==> src/hdl/ptlb_pkg.sv <==
// Shared types and constants for the paging TLB translate unit.
`default_nettype none
package ptlb_pkg;

    localparam int ADDR_W      = 32;
    localparam int PAGE_OFS_W  = 12;
    localparam int PAGE_W      = ADDR_W - PAGE_OFS_W;
    localparam int DIR_IDX_W   = 10;
    localparam int TLB_ENTRIES = 32;
    localparam int TLB_IDX_W   = $clog2(TLB_ENTRIES);
    localparam int CFG_IDX_W   = 1;

    typedef enum logic [CFG_IDX_W-1:0] {
        CFG_PAGING_EN = 1'b0,
        CFG_DIR_BASE  = 1'b1
    } cfg_reg_t;

    typedef enum logic [1:0] {
        CMD_XLATE   = 2'd0,
        CMD_MEMDATA = 2'd1,
        CMD_FLUSH   = 2'd2,
        CMD_RSVD    = 2'd3
    } cmd_t;

    typedef enum logic [1:0] {
        KIND_XLATE     = 2'd0,
        KIND_RDREQ     = 2'd1,
        KIND_DIR_FAULT = 2'd2,
        KIND_TBL_FAULT = 2'd3
    } kind_t;

    typedef enum logic [1:0] {
        PH_IDLE = 2'd0,
        PH_DIR  = 2'd1,
        PH_TBL  = 2'd2
    } phase_t;

    typedef enum logic [2:0] {
        SEL_ZERO = 3'd0,
        SEL_LIN  = 3'd1,
        SEL_HIT  = 3'd2,
        SEL_DIR  = 3'd3,
        SEL_TBL  = 3'd4,
        SEL_FILL = 3'd5
    } addr_sel_t;

    typedef struct packed {
        cmd_t              cmd;
        logic [ADDR_W-1:0] lin_addr;
        logic [ADDR_W-1:0] mem_data;
    } in_req_t;

    typedef struct packed {
        kind_t             out_kind;
        logic [ADDR_W-1:0] out_addr;
    } out_res_t;

    typedef struct packed {
        logic      load_out;
        kind_t     kind;
        addr_sel_t sel;
        logic      pend_load;
        logic      fill;
        logic      flush;
    } ctrl_cmd_t;

    typedef struct packed {
        logic paging_en;
        logic hit;
        logic present;
    } dp_status_t;

endpackage
`default_nettype wire

==> src/hdl/ptlb_ctrl.sv <==
// Walk controller: handshake, walk phase and datapath commands.
`default_nettype none
module ptlb_ctrl (
    input  logic                  aclk,
    input  logic                  aresetn,
    input  logic                  s_valid,
    output logic                  s_ready,
    output logic                  m_valid,
    input  logic                  m_ready,
    input  ptlb_pkg::cmd_t        req_cmd,
    input  ptlb_pkg::dp_status_t  status,
    output ptlb_pkg::ctrl_cmd_t   cmd
);
    import ptlb_pkg::*;

    phase_t phase_reg, phase_next;
    logic   m_valid_reg, m_valid_next;
    logic   accept;

    assign s_ready = !m_valid_reg || m_ready;
    assign accept  = s_valid && s_ready;
    assign m_valid = m_valid_reg;

    always_comb begin
        phase_next = phase_reg;
        if (accept) begin
            case (req_cmd)
                CMD_XLATE: begin
                    if (phase_reg == PH_IDLE && status.paging_en && !status.hit) begin
                        phase_next = PH_DIR;
                    end
                end
                CMD_MEMDATA: begin
                    case (phase_reg)
                        PH_DIR:  phase_next = status.present ? PH_TBL : PH_IDLE;
                        PH_TBL:  phase_next = PH_IDLE;
                        default: phase_next = phase_reg;
                    endcase
                end
                default: phase_next = phase_reg;
            endcase
        end
    end

    always_comb begin
        cmd = '{load_out: 1'b0, kind: KIND_XLATE, sel: SEL_ZERO,
                pend_load: 1'b0, fill: 1'b0, flush: 1'b0};
        if (accept) begin
            case (req_cmd)
                CMD_XLATE: begin
                    if (phase_reg == PH_IDLE) begin
                        cmd.load_out = 1'b1;
                        if (!status.paging_en) begin
                            cmd.sel = SEL_LIN;
                        end else if (status.hit) begin
                            cmd.sel = SEL_HIT;
                        end else begin
                            cmd.kind      = KIND_RDREQ;
                            cmd.sel       = SEL_DIR;
                            cmd.pend_load = 1'b1;
                        end
                    end
                end
                CMD_MEMDATA: begin
                    case (phase_reg)
                        PH_DIR: begin
                            cmd.load_out = 1'b1;
                            if (status.present) begin
                                cmd.kind = KIND_RDREQ;
                                cmd.sel  = SEL_TBL;
                            end else begin
                                cmd.kind = KIND_DIR_FAULT;
                            end
                        end
                        PH_TBL: begin
                            cmd.load_out = 1'b1;
                            if (status.present) begin
                                cmd.sel  = SEL_FILL;
                                cmd.fill = 1'b1;
                            end else begin
                                cmd.kind = KIND_TBL_FAULT;
                            end
                        end
                        default: ;
                    endcase
                end
                CMD_FLUSH: cmd.flush = 1'b1;
                default: ;
            endcase
        end
    end

    always_comb begin
        if (cmd.load_out) begin
            m_valid_next = 1'b1;
        end else if (m_ready) begin
            m_valid_next = 1'b0;
        end else begin
            m_valid_next = m_valid_reg;
        end
    end

    always_ff @(posedge aclk) begin
        if (!aresetn) begin
            phase_reg   <= PH_IDLE;
            m_valid_reg <= 1'b0;
        end else begin
            phase_reg   <= phase_next;
            m_valid_reg <= m_valid_next;
        end
    end

endmodule
`default_nettype wire

==> src/hdl/ptlb_dp.sv <==
// Datapath: config registers, TLB store, pending address and result register.
`default_nettype none
module ptlb_dp (
    input  logic                             aclk,
    input  logic                             aresetn,
    input  logic                             cfg_we,
    input  logic [ptlb_pkg::CFG_IDX_W-1:0]   cfg_index,
    input  logic [ptlb_pkg::ADDR_W-1:0]      cfg_wdata,
    input  ptlb_pkg::in_req_t                req,
    input  ptlb_pkg::ctrl_cmd_t              cmd,
    output ptlb_pkg::dp_status_t             status,
    output ptlb_pkg::out_res_t               res
);
    import ptlb_pkg::*;

    logic                   paging_en_reg;
    logic [ADDR_W-1:0]      dir_base_reg;
    logic [ADDR_W-1:0]      pending_addr_reg;
    logic [TLB_ENTRIES-1:0] tlb_valid_reg;
    logic [PAGE_W-1:0]      tlb_tag_reg   [TLB_ENTRIES];
    logic [PAGE_W-1:0]      tlb_frame_reg [TLB_ENTRIES];
    out_res_t               res_reg;

    logic [TLB_IDX_W-1:0]   look_slot;
    logic [TLB_IDX_W-1:0]   fill_slot;
    logic [ADDR_W-1:0]      addr_next;

    // slot = page number modulo entry count
    assign look_slot = req.lin_addr[PAGE_OFS_W +: TLB_IDX_W];
    assign fill_slot = pending_addr_reg[PAGE_OFS_W +: TLB_IDX_W];

    assign status.paging_en = paging_en_reg;
    assign status.hit       = tlb_valid_reg[look_slot] &&
                              (tlb_tag_reg[look_slot] == req.lin_addr[ADDR_W-1:PAGE_OFS_W]);
    assign status.present   = req.mem_data[0];

    always_comb begin
        case (cmd.sel)
            SEL_LIN:  addr_next = req.lin_addr;
            SEL_HIT:  addr_next = {tlb_frame_reg[look_slot],
                                   req.lin_addr[PAGE_OFS_W-1:0]};
            SEL_DIR:  addr_next = dir_base_reg +
                                  {{(ADDR_W-DIR_IDX_W-2){1'b0}},
                                   req.lin_addr[ADDR_W-1 -: DIR_IDX_W], 2'b00};
            SEL_TBL:  addr_next = {req.mem_data[ADDR_W-1:PAGE_OFS_W], {PAGE_OFS_W{1'b0}}} +
                                  {{(ADDR_W-DIR_IDX_W-2){1'b0}},
                                   pending_addr_reg[PAGE_OFS_W +: DIR_IDX_W], 2'b00};
            SEL_FILL: addr_next = {req.mem_data[ADDR_W-1:PAGE_OFS_W],
                                   pending_addr_reg[PAGE_OFS_W-1:0]};
            default:  addr_next = '0;
        endcase
    end

    always_ff @(posedge aclk) begin
        if (!aresetn) begin
            paging_en_reg    <= 1'b0;
            dir_base_reg     <= '0;
            pending_addr_reg <= '0;
            tlb_valid_reg    <= '0;
        end else begin
            if (cfg_we) begin
                case (cfg_index)
                    CFG_PAGING_EN: paging_en_reg <= cfg_wdata[0];
                    CFG_DIR_BASE:  dir_base_reg  <= cfg_wdata;
                    default: ;
                endcase
            end
            if (cmd.pend_load) begin
                pending_addr_reg <= req.lin_addr;
            end
            if (cmd.flush) begin
                tlb_valid_reg <= '0;
            end else if (cmd.fill) begin
                tlb_valid_reg[fill_slot] <= 1'b1;
            end
        end
    end

    always_ff @(posedge aclk) begin
        if (cmd.fill) begin
            tlb_tag_reg[fill_slot]   <= pending_addr_reg[ADDR_W-1:PAGE_OFS_W];
            tlb_frame_reg[fill_slot] <= req.mem_data[ADDR_W-1:PAGE_OFS_W];
        end
        if (cmd.load_out) begin
            res_reg.out_kind <= cmd.kind;
            res_reg.out_addr <= addr_next;
        end
    end

    assign res = res_reg;

endmodule
`default_nettype wire

==> src/hdl/paging_tlb_translate_unit.sv <==
// Top level of the paging TLB translate unit.
// Usage:
//   s_* carries one request per handshake: a translate (cmd 0), a memory word
//   returned for an earlier read request (cmd 1), or a TLB flush (cmd 2).
//   m_* carries results: a translated address, a memory read request, or a
//   directory / table not-present fault.
//   cfg_we writes paging enable (index 0) or directory base (index 1) at once.
// Timing:
//   Every request is decided in the cycle it is accepted; a result appears
//   in the output register on the next cycle. One request per cycle is
//   sustained while m_ready is high; lookup and compare are combinational.
//   A TLB miss issues a read request and waits for the memory word reply;
//   two round trips complete a walk, one if the directory entry is absent.
// Reset:
//   Clears paging enable, directory base, all TLB valid bits, the walk
//   phase and the output valid flag. No clearing pass is needed.
// Stall:
//   s_ready is high while the output register is empty or being taken, so
//   a held result blocks new requests only while m_ready is low.
`default_nettype none
module paging_tlb_translate_unit (
    input  logic                           aclk,
    input  logic                           aresetn,
    input  logic                           s_valid,
    output logic                           s_ready,
    input  ptlb_pkg::in_req_t              s_req,
    output logic                           m_valid,
    input  logic                           m_ready,
    output ptlb_pkg::out_res_t             m_res,
    input  logic                           cfg_we,
    input  logic [ptlb_pkg::CFG_IDX_W-1:0] cfg_index,
    input  logic [ptlb_pkg::ADDR_W-1:0]    cfg_wdata
);
    import ptlb_pkg::*;

    ctrl_cmd_t  cmd;
    dp_status_t status;

    ptlb_ctrl u_ctrl (
        .aclk    (aclk),
        .aresetn (aresetn),
        .s_valid (s_valid),
        .s_ready (s_ready),
        .m_valid (m_valid),
        .m_ready (m_ready),
        .req_cmd (s_req.cmd),
        .status  (status),
        .cmd     (cmd)
    );

    ptlb_dp u_dp (
        .aclk      (aclk),
        .aresetn   (aresetn),
        .cfg_we    (cfg_we),
        .cfg_index (cfg_index),
        .cfg_wdata (cfg_wdata),
        .req       (s_req),
        .cmd       (cmd),
        .status    (status),
        .res       (m_res)
    );

endmodule
`default_nettype wire

==> config.mk <==
export PLATFORM = sky130hd
export DESIGN_NAME = paging_tlb_translate_unit
export DESIGN_NICKNAME = d
export VERILOG_FILES = /design/src/hdl/ptlb_pkg.sv /design/src/hdl/ptlb_ctrl.sv /design/src/hdl/ptlb_dp.sv /design/src/hdl/paging_tlb_translate_unit.sv
export SDC_FILE = /design/constraint.sdc
export NUM_CORES = 1
export LEC_CHECK = 0
export ABC_AREA = 1
export BUFFER_PORTS_ARGS = -buffer_cell sky130_fd_sc_hd__buf_2
export CAP_MARGIN = 0
export CORE_UTILIZATION = 31
export CTS_CLUSTER_SIZE = 24
export DETAILED_ROUTE_END_ITERATION = 7
export GPL_TIMING_DRIVEN = 0
export PLACE_DENSITY_LB_ADDON = 0.1
export SLEW_MARGIN = 25
export SYNTH_ARGS = -nofsm -noshare
export SYNTH_HDL_FRONTEND = slang
export SYNTH_SLANG_ARGS = --single-unit
==> constraint.sdc <==
create_clock -name aclk -period 3.4 [get_ports aclk]
set_input_delay 0.17 -clock aclk [delete_from_list [all_inputs] [get_ports aclk]]
set_output_delay 0.17 -clock aclk [all_outputs]
set_load 0.1 [all_outputs]
# Word-level counts from Yosys, hierarchy flattened
# Memories as Yosys holds them, arrays and structs flattened.
# Index checks and enable logic that the tools add are counted.
[totals] regBits=134 mem_bits_rw=1280 input_bits=104 out_inout_bits=36 word_cells=78 mem_count=2
[mem_list] name="u_dp.tlb_frame_reg" depth=32 word_bits=20 read_ports=1 rd_ports_with_merged_regs=0 wr=1 line="ptlb_dp.sv:21" text="logic [PAGE_W-1:0] tlb_frame_reg [TLB_ENTRIES];"
[mem_list] name="u_dp.tlb_tag_reg" depth=32 word_bits=20 read_ports=1 rd_ports_with_merged_regs=0 wr=1 line="ptlb_dp.sv:20" text="logic [PAGE_W-1:0] tlb_tag_reg [TLB_ENTRIES];"
[classes] add_sub_neg=2 order_cmp=3 n_eq_ne=12 mux=32 n_bitwise=3 n_reduce_logical=16
[ops] operator="$pmux W32 S5" count=1
[ops] operator="$add A32 B12 Y32" count=2
[ops] operator="$or A32 B32 Y32" count=1
[ops] operator="$pmux W6 S2" count=2
[ops] operator="$eq A20 B20 Y1" count=1
[ops] operator="$mux W1" count=15
[ops] operator="$lt A5 B6 Y1 const B" count=2
[ops] operator="$mux W2" count=5
[ops] operator="$mux W3" count=3
[ops] operator="$mux W9" count=1
[ops] operator="$pmux W2 S2" count=2
[ops] operator="$mux W7" count=1
[ops] operator="$eq A3 B2 Y1 const B" count=2
[ops] operator="$eq A3 B3 Y1 const B" count=2
[ops] operator="$bmux W1 S5" count=1
[ops] operator="$demux W1 S5" count=1
[ops] operator="$ge A5 B1 Y1 const B" count=1
[ops] operator="$logic_and A1 B1 Y1" count=5
[ops] operator="$eq A2 B1 Y1 const B" count=2
[ops] operator="$eq A2 B2 Y1 const B" count=2
[ops] operator="$logic_not A2 Y1" count=2
[ops] operator="$reduce_and A2 Y1" count=2
[ops] operator="$reduce_and A4 Y1" count=1
[ops] operator="$reduce_bool A2 Y1" count=2
[ops] operator="other kinds (7)" count=9

# Depth between registers and ports, before layout
[logic_depth] word_depth=10 ltp_mapped=25 mapped_depth_nobuf=21

# Modules after synthesis
# A second synthesis with hierarchy kept.
[hier_totals] cells_unflattened=4920 area_unflattened_um2=57659.0
[by_module_without_submodules] module="ptlb_dp" instances=1 cells_each=4863 area_per_inst_um2=57305.0 seq_area_each_um2=41399.7
[by_module_without_submodules] module="ptlb_ctrl" instances=1 cells_each=57 area_per_inst_um2=354.1 seq_area_each_um2=60.1

# Worst setup path before layout
# Ideal clock, no wire load.
[synth_path] path_type="reg2reg" start="register u_ctrl.m_valid_reg (netlist: u_ctrl.m_valid)" end="memory u_dp.tlb_frame_reg[28][0] (netlist name), enable pin" setup_ps=439 t_arrival_ps=4069 required_ps=2961 path_slack_ps=-1108 path_stages_with_launch=8 n_path_buf=0 synth_period_minus_slack_ps=4508 cell_sequence="dfxtp_1 > nand2_1 > nand2_1 > nor2_1 > inv_1 > nor2_1 > nand3_1 > nor2_1"
[synth_between] elab_chain_cells=6
[synth_rtl] item="from (decl)" line="ptlb_ctrl.sv:17" text="logic m_valid_reg, m_valid_next;"
[synth_rtl] item="from (signal assigned)" line="ptlb_ctrl.sv:109" text="m_valid_reg <= m_valid_next;"
[synth_rtl] item="$logic_not A1 Y1" line="ptlb_ctrl.sv:20" text="assign s_ready = !m_valid_reg || m_ready;"
[synth_rtl] item="$logic_or A1 B1 Y1" line="ptlb_ctrl.sv:20"
[synth_rtl] item="named net s_ready" line="paging_tlb_translate_unit.sv:25" text="output logic s_ready,"
[synth_rtl] item="$logic_and A1 B1 Y1" line="ptlb_ctrl.sv:21" text="assign accept = s_valid && s_ready;"
[synth_rtl] item="$mux W9" line="ptlb_ctrl.sv:48" text="if (accept) begin"
[synth_rtl] item="$mux W1" line="ptlb_dp.sv:80" text="if (cmd.fill) begin"
[synth_rtl] item="$mux W1 (not written as such)" line="ptlb_dp.sv:82" text="tlb_frame_reg[fill_slot] <= req.mem_data[ADDR_W-1:PAGE_OFS_W];"
[synth_rtl] item="to (decl)" line="ptlb_dp.sv:21"
# The timed path passes the listed nets, and every way through them passes these cells.

# Final worst setup path
[layout_path] start="input s_req[44] (netlist name)" end="register u_dp.res_reg, in the netlist u_dp.res[26] (data pin)"
[layout_between] elab_chain_cells=10 word_cells_on_any_way=17 classes_between="6 x eq/ne; 8 x mux; 1 x reduce/logical; 2 x memory"
[layout_rtl] item="from (decl)" line="paging_tlb_translate_unit.sv:26" text="input ptlb_pkg::in_req_t s_req,"
[layout_rtl] item="$mem_v2 Z32 W20 / $bmux W1 S5 (equally long branches)"
[layout_rtl] item="$eq A20 B20 Y1 / $mux W1 (equally long branches)" line="ptlb_dp.sv:34, ptlb_dp.sv:33"
[layout_rtl] item="$logic_and A1 B1 Y1" line="ptlb_dp.sv:33" text="assign status.hit = tlb_valid_reg[look_slot] &&"
[layout_rtl] item="$mux W1" line="ptlb_ctrl.sv:55" text="end else if (status.hit) begin"
[layout_rtl] item="$mux W3" line="ptlb_ctrl.sv:53" text="if (!status.paging_en) begin"
[layout_rtl] item="$mux W7" line="ptlb_ctrl.sv:51" text="if (phase_reg == PH_IDLE) begin"
[layout_rtl] item="$pmux W6 S2" line="ptlb_ctrl.sv:49" text="case (req_cmd)"
[layout_rtl] item="$mux W9" line="ptlb_ctrl.sv:48"
[layout_rtl] item="$eq A3 B3 Y1, or another cell as far along" line="ptlb_dp.sv:38" text="case (cmd.sel)"
[layout_rtl] item="$pmux W32 S5 (*)" line="ptlb_dp.sv:38"
[layout_rtl] item="named net u_dp.addr_next[26]" line="ptlb_dp.sv:26" text="logic [ADDR_W-1:0] addr_next;"
[layout_rtl] item="to (decl)" line="ptlb_dp.sv:22" text="out_res_t res_reg;"
# The timed path passes the listed nets; every way through them passes the cells marked *. The select of a mux whose other input is x is not followed.
# A chain may end at the register's enable or synchronous reset.

==> summary.md <==
| Metric | Value |
|---|---|
| Run status | `finished, violations left` |
| Failing checks | `setup timing` |
| Final Setup Violations | `3` |
| Sw frac | `24.28%` |
| Setup CP Type | `in -> reg` |
| Clock buffer depth | `3` |
| Final core utilization | `38.53%` |
| RSZ-0062 raised after global routing | `yes` |
| Crit path top cell by count | `buf_2` |
| Reg clk slew, reported paths | `0.06 ns` |
| 1st-iter DRT viols | `5028` |
| Crit-path slowest cell | `o311ai_0` |
| CP Depth | `13` |
| Switching power | `9.178 mW` |
| Horiz. Die Dim | `432.2 um` |
| CP required | `4.01 ns` |
| Max_slew headroom | `23.69%` |
| Clock power share | `42.5%` |
| Number of synthesized flops with an enable pin | `1314` |
| Final Wtd Congestion | `0.8499` |
| CP Capture Type | `flop` |
| Synth Flop Type | `edfxtp_1` |
| Worst path top cell family by delay | `buffers and inverters` |
| Layout fillers | `17910` |
| Row Count | `157` |
| Slew at the pin closest to its max-slew limit | `1.145 ns` |
| Power Density | `534.8 nW/um2` |
| Worst Setup Slack, final | `-0.1707 ns` |
| Critical path buffer and inverter count | `7` |
| Vias | `42090` |
| Vias in the first global route | `39650` |
| Worst Hold Path Cells | `1` |
| Worst-skew pair later-pin latency | `0.80 ns` |
| Initial core utilization | `31.27%` |
| Cells after synthesis | `4842` |
| Hold Path Class | `in -> reg` |
| Die ar. | `186800 um2` |
| Syn-to-layout area delta | `23.19%` |
| Seq/Total Area, Yosys | `72.25%` |
| CP Cell Sequence | `buf_4, inv_4, buf_6, buf_4, buf_2, buf_2, buf_2, a21oi_1, o311ai_0, o311ai_1, nand2_1, nand3_1, nand3b_1` |
| Antenna violations before repair | `6` |
| HPWL after detailed placement | `169800 um` |
| Wire length per cell | `30.84 um` |
| LEAKAGE | `24.86 nW` |
| Fmax | `280.1 MHz` |
| # IOs | `140` |
| Comb pwr share | `7.3%` |
| First-pass DRT Iterations | `5` |
| Residual DRC count | `0` |
| Setup TNS | `-0.2006 ns` |
| Max VDD drop | `0.4505 mV` |
| CTS Buf Count | `153` |
| Asr flop ratio synth | `0%` |
| Nets@finish | `5511` |
| Sequential power share | `50.2%` |
| Cells after DPL | `7561` |
| TritonCTS clock tree | `yes` |
| First-pass GRT wire length | `333900 um` |
| Crit-path max cell delay | `0.66 ns` |
| Critical path startpoint category | `input port` |
| Final Cycle Share | `105.0%` |
| Vias/cell | `5.274` |
| CTS Sinks | `1414` |
| Mapped Avg Cell Area | `11.85 um2` |
| Yosys warns | `0` |
| Die Ht | `432.2 um` |
| Final hold vios | `0` |
| CP arrival | `4.18 ns` |
| Worst hold margin | `0.04611 ns` |
| Min Tclk post-route | `3.571 ns` |
| Worst Skew | `0.02558 ns` |
| Final wirelength | `246100 um` |
| Max-cap violation count | `0` |
| Seq cells post-synth | `1414` |
| Proportion of layout cells with a drive suffix above 1 | `14.13%` |
| Tot Pwr | `37.81 mW` |
| Port Buffers | `125` |
| Slew Limit Fails | `0` |
| Mapped Area | `57380 um2` |
| Syn Nets | `4960` |
| Library cells used by synthesis | `47` |
| Core footprint | `183500 um2` |
| Total grt overflow | `0` |
| Post-DRT Antenna Nets | `0` |
| Root Driver | `clkbuf_16` |
| R2r worst-path depth | `19` |
| Non-Filler Instances | `7980` |
| Largest net degree at the start of global routing | `37` |
| CP Max Fanout | `10` |
| Total GRT Usage | `25.97%` |
| CTS H-tree lvls | `4` |
| Internal power | `28.63 mW` |
metrics by stage:
stage	area, um2	setup slack [ns]
4_1_cts	70360	0.003113
3_5_place_dp	64490	-1.804
3_3_place_gp	61200	-3.387
5_1_grt	70690	-0.0006271
2_1_floorplan	57490	-0.1057
6_report	70690	-0.1707
worst paths after layout:
kind	from	endpoint	slack, ns
setup / recovery	s_req[44]	u_dp.res[26]	-0.17
hold / removal	s_req[22]	u_dp.tlb_frame_reg[10][10]	0.05
setup reg to reg	u_dp.tlb_tag_reg[13][8]	u_dp.res[30]	0.14
hold reg to reg	u_dp.pending_addr_reg[2]	u_dp.pending_addr_reg[2]	0.46
area by class of cell:
| type | instances | area, um2 | area share, % |
|---|---|---|---|
| clock buffer | 205 | 4190 | 5.928 |
| sequential | 1414 | 41480 | 58.69 |
| tap | 2464 | 3083 | 4.361 |
| multi-input combinational | 3038 | 14460 | 20.46 |
| timing repair buffer | 396 | 5086 | 7.195 |
| buffer | 309 | 1607 | 2.273 |
| antenna | 2 | 5.005 | 0.007080 |
| inverter | 81 | 306.5 | 0.4336 |
| clock inverter | 71 | 464.2 | 0.6567 |
cells in the final DEF (no fill, tap or decap), types with 47 or more instances in the layout:
master,synthesis,final
nand2_1,1380,1376
edfxtp_1,1314,1314
nand3_1,554,550
a21oi_1,352,352
nor2_1,299,267
buf_2,112,245
clkbuf_16,0,158
clkbuf_1,116,114
dlygate4sd3_1,0,106
o21ai_0,101,99
dfxtp_1,100,80
inv_1,77,77
buf_16,0,73
buf_4,24,58
buf_12,0,54
clkbuf_2,0,47
cells in the mapped netlist (6+ instances only):
master	instances	share of area [%]
inv_1	77	0.50
clkbuf_1	116	0.76
nor2_1	299	2.0
buf_6	12	0.24
a31oi_1	7	0.076
a21oi_1	352	3.1
ha_1	13	0.28
o221ai_1	9	0.14
buf_1	44	0.29
nor4_1	6	0.065
buf_4	24	0.31
a221oi_1	33	0.50
buf_2	112	0.98
nor3_1	34	0.30
dfxtp_1	100	3.5
nand2_1	1380	9.0
a32o_1	11	0.19
nand3b_1	21	0.27
a221o_1	6	0.10
nand4_1	38	0.41
nand3_1	554	4.8
xor2_1	11	0.17
o311ai_0	61	0.93
o21ai_0	101	0.88
xnor2_1	11	0.17
o31ai_1	7	0.092
edfxtp_1	1314	69
a22oi_1	38	0.50
o211ai_1	17	0.22
o21ai_1	6	0.052
routing by layer:
layer / wire length [um] / up-vias / GRT usage [%]
met4: 8242 / 2 / 8.557
met1: 101700 / 21550 / 34.32
met3: 15610 / 338 / 3.290
li1: - / 18530 / -
met5: 13 / - / 0
met2: 120600 / 1672 / 43.95
kinds of logic after synthesis:
kind of cell / count (synthesis) / synth area share, %
simple gates: 2343 / 17.04
buf+inv: 390 / 3.133
compound gates: 659 / 6.917
xor+xnor: 22 / 0.3358
fa+ha+maj: 14 / 0.3184
flops: 1414 / 72.25
timing repair:
item                       CTS  global route
setup buffers                3            32
hold buffers               106             0
setup endpoints to repair   48           304
resized for setup           49            66
pin swaps                    1            19
hold endpoints to repair   510             0
power groups by stage:
stage	clock network [mW]	logic, mW	registers [mW]
3_3_place_gp	0	2.56	19.4
3_5_place_dp	0	2.60	19.4
6_report	16.1	2.74	19.0
4_1_cts	16.3	2.72	19.0
2_1_floorplan	0	1.22	19.4
5_1_grt	16.9	2.89	19.0
No activity file was read; power rests on OpenSTA's default activity.
